===== src/rtl/hsv2rgb_pkg.sv =====
// Shared types and constants for the HSV to RGB duty converter.
// No dependencies; used by the converter and its checker.
package hsv2rgb_pkg;

  // Default fixed-point formats
  localparam int unsigned HUE_BITS_DEF  = 16;
  localparam int unsigned FRAC_BITS_DEF = 15;

  // Port field widths
  localparam int unsigned IN_W    = 16;
  localparam int unsigned SCALE_W = 7;
  localparam int unsigned DUTY_W  = 7;

  localparam logic [DUTY_W-1:0]  DUTY_MAX    = 7'd100;
  localparam logic [SCALE_W-1:0] SCALE_RESET = 7'd100;

  // Configuration register indexes (byte address / 4)
  typedef enum logic [1:0] {
    REG_SCALE_RED   = 2'd0,
    REG_SCALE_GREEN = 2'd1,
    REG_SCALE_BLUE  = 2'd2
  } reg_idx_e;

  // Hue sector, 60 degrees each
  typedef enum logic [2:0] {
    SEC_0 = 3'd0,
    SEC_1 = 3'd1,
    SEC_2 = 3'd2,
    SEC_3 = 3'd3,
    SEC_4 = 3'd4,
    SEC_5 = 3'd5
  } sector_e;

endpackage


===== src/rtl/hsv_to_rgb_duty_converter.sv =====
// HSV to RGB PWM duty converter, six-stage pipeline with APB scale registers.
// Depends on hsv2rgb_pkg.
//
// Takes one word per cycle (hue, saturation, value) and returns one word of
// red, green and blue duty percent, 0..100. The stages are:
// hue times six and saturation clamp, the two hue-fraction products, the
// p/q/t levels and sector select, value times level, times channel scale,
// then shift and clamp into the output register. The whole pipeline advances
// together: it takes a new word whenever the output register is empty or is
// being read, so with the output side always ready the rate is one word per
// cycle. Scale registers live at byte addresses 0, 4 and 8 (red, green,
// blue), reset to 100, and should be written only with the pipeline empty.
module hsv_to_rgb_duty_converter #(
  parameter int unsigned HUE_BITS  = hsv2rgb_pkg::HUE_BITS_DEF,
  parameter int unsigned FRAC_BITS = hsv2rgb_pkg::FRAC_BITS_DEF
) (
  input  logic        clk_i,
  input  logic        rst_ni,
  // input stream
  input  logic        s_axis_tvalid_i,
  output logic        s_axis_tready_o,
  input  logic [47:0] s_axis_tdata_i,   // hue[15:0], saturation[31:16], brightness[47:32]
  // output stream
  output logic        m_axis_tvalid_o,
  input  logic        m_axis_tready_i,
  output logic [23:0] m_axis_tdata_o,   // red_duty[6:0], green_duty[13:7], blue_duty[20:14]
  // configuration
  input  logic        psel,
  input  logic        penable,
  input  logic        pwrite,
  input  logic [3:0]  paddr,
  input  logic [31:0] pwdata,
  output logic [31:0] prdata,
  output logic        pready
);

  localparam int unsigned IW  = hsv2rgb_pkg::IN_W;
  localparam int unsigned SW  = hsv2rgb_pkg::SCALE_W;
  localparam int unsigned DW  = hsv2rgb_pkg::DUTY_W;
  localparam int unsigned HB  = HUE_BITS;
  localparam int unsigned FW  = FRAC_BITS + 1;          // level width, holds 1.0
  localparam int unsigned CW  = IW + FW;                // saturation compare width
  localparam int unsigned LW  = IW + FW;                // value * level
  localparam int unsigned PW  = LW + SW;                // value * level * scale
  localparam int unsigned EW  = 2 * FRAC_BITS + 24;     // room for shift and clamp
  localparam int unsigned NST = 6;

  localparam logic [FW-1:0] ONE_F  = FW'(1) << FRAC_BITS;
  localparam logic [CW-1:0] ONE_C  = CW'(1) << FRAC_BITS;
  localparam logic [HB:0]   ONE_H  = (HB + 1)'(1) << HB;
  localparam logic [EW-1:0] MAX_E  = EW'(hsv2rgb_pkg::DUTY_MAX);

  // ---------------------------------------------------------------------
  // Configuration registers
  logic [SW-1:0] scale_red_q, scale_green_q, scale_blue_q;
  logic          cfg_wr;
  hsv2rgb_pkg::reg_idx_e cfg_idx;

  assign pready  = 1'b1;
  assign cfg_wr  = psel & penable & pwrite;
  assign cfg_idx = hsv2rgb_pkg::reg_idx_e'(paddr[3:2]);

  always_ff @(posedge clk_i or negedge rst_ni) begin
    if (!rst_ni) begin
      scale_red_q   <= hsv2rgb_pkg::SCALE_RESET;
      scale_green_q <= hsv2rgb_pkg::SCALE_RESET;
      scale_blue_q  <= hsv2rgb_pkg::SCALE_RESET;
    end else if (cfg_wr) begin
      unique case (cfg_idx)
        hsv2rgb_pkg::REG_SCALE_RED:   scale_red_q   <= pwdata[SW-1:0];
        hsv2rgb_pkg::REG_SCALE_GREEN: scale_green_q <= pwdata[SW-1:0];
        hsv2rgb_pkg::REG_SCALE_BLUE:  scale_blue_q  <= pwdata[SW-1:0];
        default: ;
      endcase
    end
  end

  // read mux
  always_comb begin
    unique case (cfg_idx)
      hsv2rgb_pkg::REG_SCALE_RED:   prdata = 32'(scale_red_q);
      hsv2rgb_pkg::REG_SCALE_GREEN: prdata = 32'(scale_green_q);
      hsv2rgb_pkg::REG_SCALE_BLUE:  prdata = 32'(scale_blue_q);
      default:                      prdata = 32'd0;
    endcase
  end

  // ---------------------------------------------------------------------
  // Flow control: one enable for all stages
  logic           adv;
  logic [NST-1:0] vld_q;

  assign adv             = !vld_q[NST-1] || m_axis_tready_i;
  assign s_axis_tready_o = adv;
  assign m_axis_tvalid_o = vld_q[NST-1];

  always_ff @(posedge clk_i or negedge rst_ni) begin
    if (!rst_ni) begin
      vld_q <= '0;
    end else if (adv) begin
      vld_q <= {vld_q[NST-2:0], s_axis_tvalid_i};
    end
  end

  // ---------------------------------------------------------------------
  // Stage 1: hue wrap, hue * 6, saturation clamp
  logic [IW-1:0]     in_hue, in_sat, in_bri;
  logic [HB+IW-1:0]  hue_ext;
  logic [HB-1:0]     h;
  logic [HB+2:0]     h6;
  logic [CW-1:0]     sat_ext;

  hsv2rgb_pkg::sector_e sec1_q;
  logic [HB-1:0]     f1_q;
  logic [FW-1:0]     s1_q;
  logic [IW-1:0]     v1_q;

  assign in_hue  = s_axis_tdata_i[15:0];
  assign in_sat  = s_axis_tdata_i[31:16];
  assign in_bri  = s_axis_tdata_i[47:32];
  assign hue_ext = {HB'(0), in_hue};
  assign h       = hue_ext[HB-1:0];
  assign h6      = {1'b0, h, 2'b00} + {2'b00, h, 1'b0};
  assign sat_ext = CW'(in_sat);

  always_ff @(posedge clk_i) begin
    if (adv) begin
      sec1_q <= hsv2rgb_pkg::sector_e'(h6[HB+2:HB]);
      f1_q   <= h6[HB-1:0];
      s1_q   <= (sat_ext > ONE_C) ? ONE_F : sat_ext[FW-1:0];
      v1_q   <= in_bri;
    end
  end

  // ---------------------------------------------------------------------
  // Stage 2: f*S and (1-f)*S, floored to FRAC_BITS
  logic [HB:0]       omf;
  logic [HB+FW-1:0]  fs_prod;
  logic [HB+FW:0]    ts_prod;

  hsv2rgb_pkg::sector_e sec2_q;
  logic [FW-1:0]     qs2_q, ts2_q, s2_q;
  logic [IW-1:0]     v2_q;

  assign omf     = ONE_H - {1'b0, f1_q};
  assign fs_prod = f1_q * s1_q;
  assign ts_prod = omf * s1_q;

  always_ff @(posedge clk_i) begin
    if (adv) begin
      sec2_q <= sec1_q;
      qs2_q  <= fs_prod[HB+FW-1:HB];
      ts2_q  <= ts_prod[HB+FW-1:HB];
      s2_q   <= s1_q;
      v2_q   <= v1_q;
    end
  end

  // ---------------------------------------------------------------------
  // Stage 3: p, q, t and the sector select
  logic [FW-1:0] fp, fq, ft;
  logic [FW-1:0] fr, fg, fb;
  logic [FW-1:0] fr3_q, fg3_q, fb3_q;
  logic [IW-1:0] v3_q;

  assign fp = ONE_F - s2_q;
  assign fq = ONE_F - qs2_q;
  assign ft = ONE_F - ts2_q;

  always_comb begin
    unique case (sec2_q)
      hsv2rgb_pkg::SEC_0: begin fr = ONE_F; fg = ft;    fb = fp;    end
      hsv2rgb_pkg::SEC_1: begin fr = fq;    fg = ONE_F; fb = fp;    end
      hsv2rgb_pkg::SEC_2: begin fr = fp;    fg = ONE_F; fb = ft;    end
      hsv2rgb_pkg::SEC_3: begin fr = fp;    fg = fq;    fb = ONE_F; end
      hsv2rgb_pkg::SEC_4: begin fr = ft;    fg = fp;    fb = ONE_F; end
      hsv2rgb_pkg::SEC_5: begin fr = ONE_F; fg = fp;    fb = fq;    end
      default:            begin fr = ONE_F; fg = fp;    fb = fq;    end
    endcase
  end

  always_ff @(posedge clk_i) begin
    if (adv) begin
      fr3_q <= fr;
      fg3_q <= fg;
      fb3_q <= fb;
      v3_q  <= v2_q;
    end
  end

  // ---------------------------------------------------------------------
  // Stage 4: value times level
  logic [LW-1:0] lr4_q, lg4_q, lb4_q;

  always_ff @(posedge clk_i) begin
    if (adv) begin
      lr4_q <= v3_q * fr3_q;
      lg4_q <= v3_q * fg3_q;
      lb4_q <= v3_q * fb3_q;
    end
  end

  // ---------------------------------------------------------------------
  // Stage 5: times channel scale
  logic [PW-1:0] pr5_q, pg5_q, pb5_q;

  always_ff @(posedge clk_i) begin
    if (adv) begin
      pr5_q <= lr4_q * scale_red_q;
      pg5_q <= lg4_q * scale_green_q;
      pb5_q <= lb4_q * scale_blue_q;
    end
  end

  // ---------------------------------------------------------------------
  // Stage 6: drop 2*FRAC_BITS fraction bits, clamp at 100
  logic [EW-1:0] dr, dg, db;
  logic [DW-1:0] red_q, green_q, blue_q;

  assign dr = EW'(pr5_q) >> (2 * FRAC_BITS);
  assign dg = EW'(pg5_q) >> (2 * FRAC_BITS);
  assign db = EW'(pb5_q) >> (2 * FRAC_BITS);

  always_ff @(posedge clk_i) begin
    if (adv) begin
      red_q   <= (dr > MAX_E) ? hsv2rgb_pkg::DUTY_MAX : dr[DW-1:0];
      green_q <= (dg > MAX_E) ? hsv2rgb_pkg::DUTY_MAX : dg[DW-1:0];
      blue_q  <= (db > MAX_E) ? hsv2rgb_pkg::DUTY_MAX : db[DW-1:0];
    end
  end

  assign m_axis_tdata_o = {3'b000, blue_q, green_q, red_q};

endmodule


===== config.mk =====
export PLATFORM = sky130hd
export DESIGN_NAME = hsv_to_rgb_duty_converter
export DESIGN_NICKNAME = d
export VERILOG_FILES = /design/src/rtl/hsv2rgb_pkg.sv /design/src/rtl/hsv_to_rgb_duty_converter.sv
export SDC_FILE = /design/constraint.sdc
export NUM_CORES = 2
export LEC_CHECK = 0
export BUFFER_PORTS_ARGS = -buffer_cell sky130_fd_sc_hd__buf_2
export CORE_MARGIN = 1.5
export CORE_UTILIZATION = 37
export DETAILED_ROUTE_END_ITERATION = 8
export GPL_ROUTABILITY_DRIVEN = 1
export PLACE_DENSITY = 0.6
export SYNTH_ARGS = -nofsm -noshare
export SYNTH_HDL_FRONTEND = slang
export SYNTH_SLANG_ARGS = --single-unit

===== constraint.sdc =====
create_clock -name clk_i -period 31.4 [get_ports clk_i]
set_input_delay 6.28 -clock clk_i [delete_from_list [all_inputs] [get_ports clk_i]]
set_output_delay 6.28 -clock clk_i [all_outputs]
set_load 0.01 [all_outputs]

# Word-level counts from Yosys, hierarchy flattened
# Index checks and enable logic that the tools add are counted.
[op_classes] n_mux=4 n_lt_le_gt_ge=4 reduce_logical=11 eq_ne=6 bitwise_logic=2 mul=8 add_sub_neg=5
[ops] cell="case mux 16 bit (3 select lines)" count=3
[ops] cell="multiplier 16 x 16 -> 32 bit" count=4
[ops] cell="multiplier 32 x 7 -> 39 bit" count=3
[ops] cell="subtractor 16 bit, first input constant" count=3
[ops] cell="multiplier 17 x 16 -> 32 bit" count=1
[ops] cell="> comparator 9 x 7 -> 1 bit, second input constant" count=3
[ops] cell="case mux 7 bit (3 select lines)" count=1
[ops] cell="adder 18 x 17 -> 19 bit" count=1
[ops] cell="subtractor 17 x 16 -> 17 bit, first input constant" count=1
[ops] cell="> comparator 16 bit, second input constant" count=1
[ops] cell="OR reduction 2 bit" count=4
[ops] cell="== test 3 x 2 -> 1 bit, second input constant" count=2
[ops] cell="AND reduction 2 bit" count=3
[ops] cell="== test 3 x 1 -> 1 bit, second input constant" count=1
[ops] cell="== test 3 bit, second input constant" count=1
[ops] cell="zero test 3 bit" count=1
[ops] cell="bitwise AND 1 bit" count=2
[ops] cell="== test 2 x 1 -> 1 bit, second input constant" count=1
[ops] cell="== test 2 bit, second input constant" count=1
[ops] cell="zero test 2 bit" count=1
[ops] cell="zero test 1 bit" count=1
[ops] cell="logical OR 1 bit" count=1
[word_totals] register_bits=443 elab_cells=66 out_inout_bits=59

# Depth between registers and ports, before layout
[depth] ltp_word=3 mapped_depth=31 ltp_nobuf=29

# Least setup slack after synthesis
# OpenSTA, ideal clock, no wires.
[synth_path] path_kind="input port to output port" from="input m_axis_tready_i" to="output s_axis_tready_o" arrival_ns=15.402 setup_slack_ns=9.718 path_stages=2 required_ns=25.120 path_cell_list="nand2b_1 -> clkbuf_1"
[synth_via] elab_chain_len=1
[synth_rtl] item="start, declared" line="hsv_to_rgb_duty_converter.sv:25" rtl="input logic m_axis_tready_i,"
[synth_rtl] item="logical OR 1 bit" line="hsv_to_rgb_duty_converter.sv:93" rtl="assign adv = !vld_q[NST-1] || m_axis_tready_i;"
[synth_rtl] item="end, declared" line="hsv_to_rgb_duty_converter.sv:21" rtl="output logic s_axis_tready_o,"
# No other way between the ends.

# Final worst setup path
[layout_path] from="input paddr[2]" to="output prdata[0]"
[layout_via] elab_chain_len=2 word_cells_on_any_way=4
[layout_rtl] item="start, declared" line="hsv_to_rgb_duty_converter.sv:31" rtl="input logic [3:0] paddr,"
[layout_rtl] item="== test 2 bit (tied with other cells)" line="hsv_to_rgb_duty_converter.sv:80" rtl="unique case (cfg_idx)"
[layout_rtl] item="case mux 7 bit (3 select lines) (*)" line="hsv_to_rgb_duty_converter.sv:80"
[layout_rtl] item="end, declared" line="hsv_to_rgb_duty_converter.sv:33" rtl="output logic [31:0] prdata,"
# Mark *: on every way between the ends. The rest lies on a longest branch, timed or not.

==> results.json <==
{
  "status": "complete, no violations",
  "cts_setup_buffers": 0,
  "cts.sinks": 352,
  "rsz0062_at_grt": "no",
  "grt_max_degree": 75,
  "hp-class": "flop to flop",
  "ant_nets": 0,
  "setup_viol": 0,
  "cts_htree_levels": 2,
  "die_y_um": 443,
  "cts_buffers": 47,
  "fin_crit_sh_pct": 43.0,
  "hold_viol_final": 0,
  "root_buffer": "clkbuf_16",
  "drv_slew": 0,
  "gp_congestion": 0.888,
  "ys_ff_latch": 352,
  "fin_setup_tns_ps": 0,
  "vias_per_cell": 4.99,
  "ys_types": 80,
  "core_area_mm2": 0.193,
  "grt-ovfl-total": 0,
  "async_flop_share_pct": 7.67,
  "drt_iter0_markers": 2490,
  "dr_total_vias": 50159,
  "worstPathArrival_ps": 7210,
  "grt_pass1_vias": 54553,
  "tightest_slew_ps": 1300,
  "end_kind": "output port",
  "r2r_slack_ps": 22160,
  "finalInstanceArea_mm2": 0.0760,
  "cp.required_ps": 25120,
  "drt-pass1-iter-count": 7,
  "portBuffers": 93,
  "fin_util_pct": 39.5,
  "hold_end": "v3_q[15]",
  "grt_util_all_layers_pct": 17.5,
  "synth_flop_cell": "edfxtp_1",
  "synth_common_cells": "inv_1, nand2_1, fa_1",
  "criticalPathCategory": "input port to output port",
  "synth_edf_count": 325,
  "diodes": 0,
  "yosysSeqAreaShare_pct": 14.6,
  "cp_max_fo": 11,
  "placed_area_mm2": 0.0745,
  "synth_cells": 7605,
  "start_util_pct": 37.2,
  "start_kind": "input port",
  "drive_gt1_share_pct": 3.96,
  "cts_resized": 0,
  "cts_tree": "done",
  "num-fill-cells": 19191,
  "r2r_start": "f1_q[2]",
  "grt_pass1_wl_um": 281000,
  "hold_start": "v2_q[15]",
  "slew_headroom_pct": 13.1,
  "syn_avg_cell_area_um2": 9.42,
  "boundaryPins": 150,
  "fin_crit_ps": 13490,
  "r2r_cells": 27,
  "netlist_area_mm2": 0.0717,
  "fin_nets": 9662,
  "clk_pin_slew_ps": 70,
  "cts_buffer_depth": 3,
  "antenna_found_initial": 4,
  "timing.fmax_mhz": 74.1,
  "worstReg2RegEnd": "ts2_q[12]",
  "die-area_mm2": 0.196,
  "ys_warn_count": 0,
  "wl_per_cell_um": 16.6,
  "die_w_um": 443,
  "min_path_cells": 0,
  "yosysMostFrequentCell": "inv_1",
  "finClkSkew_ps": 38.2,
  "clk_latency_ps": 670,
  "wl_um": 166000,
  "syn2layout_area_growth_pct": 6.08,
  "hold_buffers": 0,
  "synth_top_area_share_pct": 39.1,
  "netlist_top_cells_area": "fa_1, edfxtp_1, ha_1, inv_1, nand2_1",
  "drcViolationCount": 0,
  "row_count": 161,
  "synth_top_area_cell": "fa_1",
  "drv_cap": 0,
  "hpwlAfterDp_um": 126000
}
[critical path: stages]
cell and delay (ps):
buf_2 190, nor2b_1 370, nand2_1 90, o21ai_0 120, buf_2 160
[area by class of cell]
class	instances	area (um^2)	area share, %
Clock buffer	49	1180	1.56
Timing Repair Buffer	156	938	1.23
Inverter	1531	5750	7.56
Clock inverter	38	347	0.456
Multi-Input combinational cell	5390	54200	71.3
Tap cell	2526	3160	4.16
Sequential cell	352	10400	13.7
[placed cells by master, fill, tap and decap left out, types with 63 or more instances in the layout]
master	instances
inv_1	1530
nand2_1	1422
fa_1	1398
ha_1	695
and2_1	630
edfxtp_1	325
a21oi_1	139
nor2_1	135
xnor2_1	131
o21ai_0	125
buf_2	93
a21o_1	69
buf_4	63
[kinds of logic (layout without fill, tap and decap cells)]
family / count (synthesis) / in the layout / share of synthesized area [%]
AOI/OAI and AO/OA: 578 / 578 / 5.28
xor gates and xnor gates: 196 / 196 / 2.40
adders and majority gates: 2093 / 2093 / 51.2
buffers and inverters: 1890 / 1774 / 10.1
DFF: 352 / 352 / 14.6
muxes: 35 / 35 / 0.534
other: 2 / 29 / 0.0105
and+or+nand+nor: 2459 / 2459 / 16.0
[state kept, by name, summed over array words and instances, names as in the netlist, 15 cells and up]
register,cells
f1_q,15
fb3_q,16
fg3_q,16
fr3_q,16
lb4_q,32
lg4_q,32
lr4_q,32
qs2_q,16
s1_q,16
s2_q,16
ts2_q,16
v1_q,16
v2_q,16
v3_q,16
[routing by layer]
layer / share of wire (%) / global-route usage (%) / up-vias
li1: - / - / 22882
met1: 44 / 23.3 / 25766
met2: 47 / 29.4 / 1248
met3: 5.3 / 2.46 / 259
met4: 3.0 / 5.32 / 4
met5: 0.014 / 0 / -
[how the worst max path moves through the flow]
stage | start | end | cells after the start
floorplan | m_axis_tready_i | s_axis_tready_o | 2
global placement | paddr[2] | prdata[0] | 5
detailed placement | paddr[2] | prdata[0] | 5
CTS | paddr[2] | prdata[0] | 5
global route | paddr[2] | prdata[0] | 5
finish | paddr[2] | prdata[0] | 5
[metrics by stage]
stage	setup slack [ps]	hold slack (ps)	std cells
floorplan	9720	400	7632
global placement	17960	403	9955
detailed placement	17920	405	9955
CTS	17910	385	10042
global route	17780	401	10042
finish	17910	399	10042
Power is not shown: default switching activity piles up to over one toggle a cycle in this logic, so the estimate is an artifact.
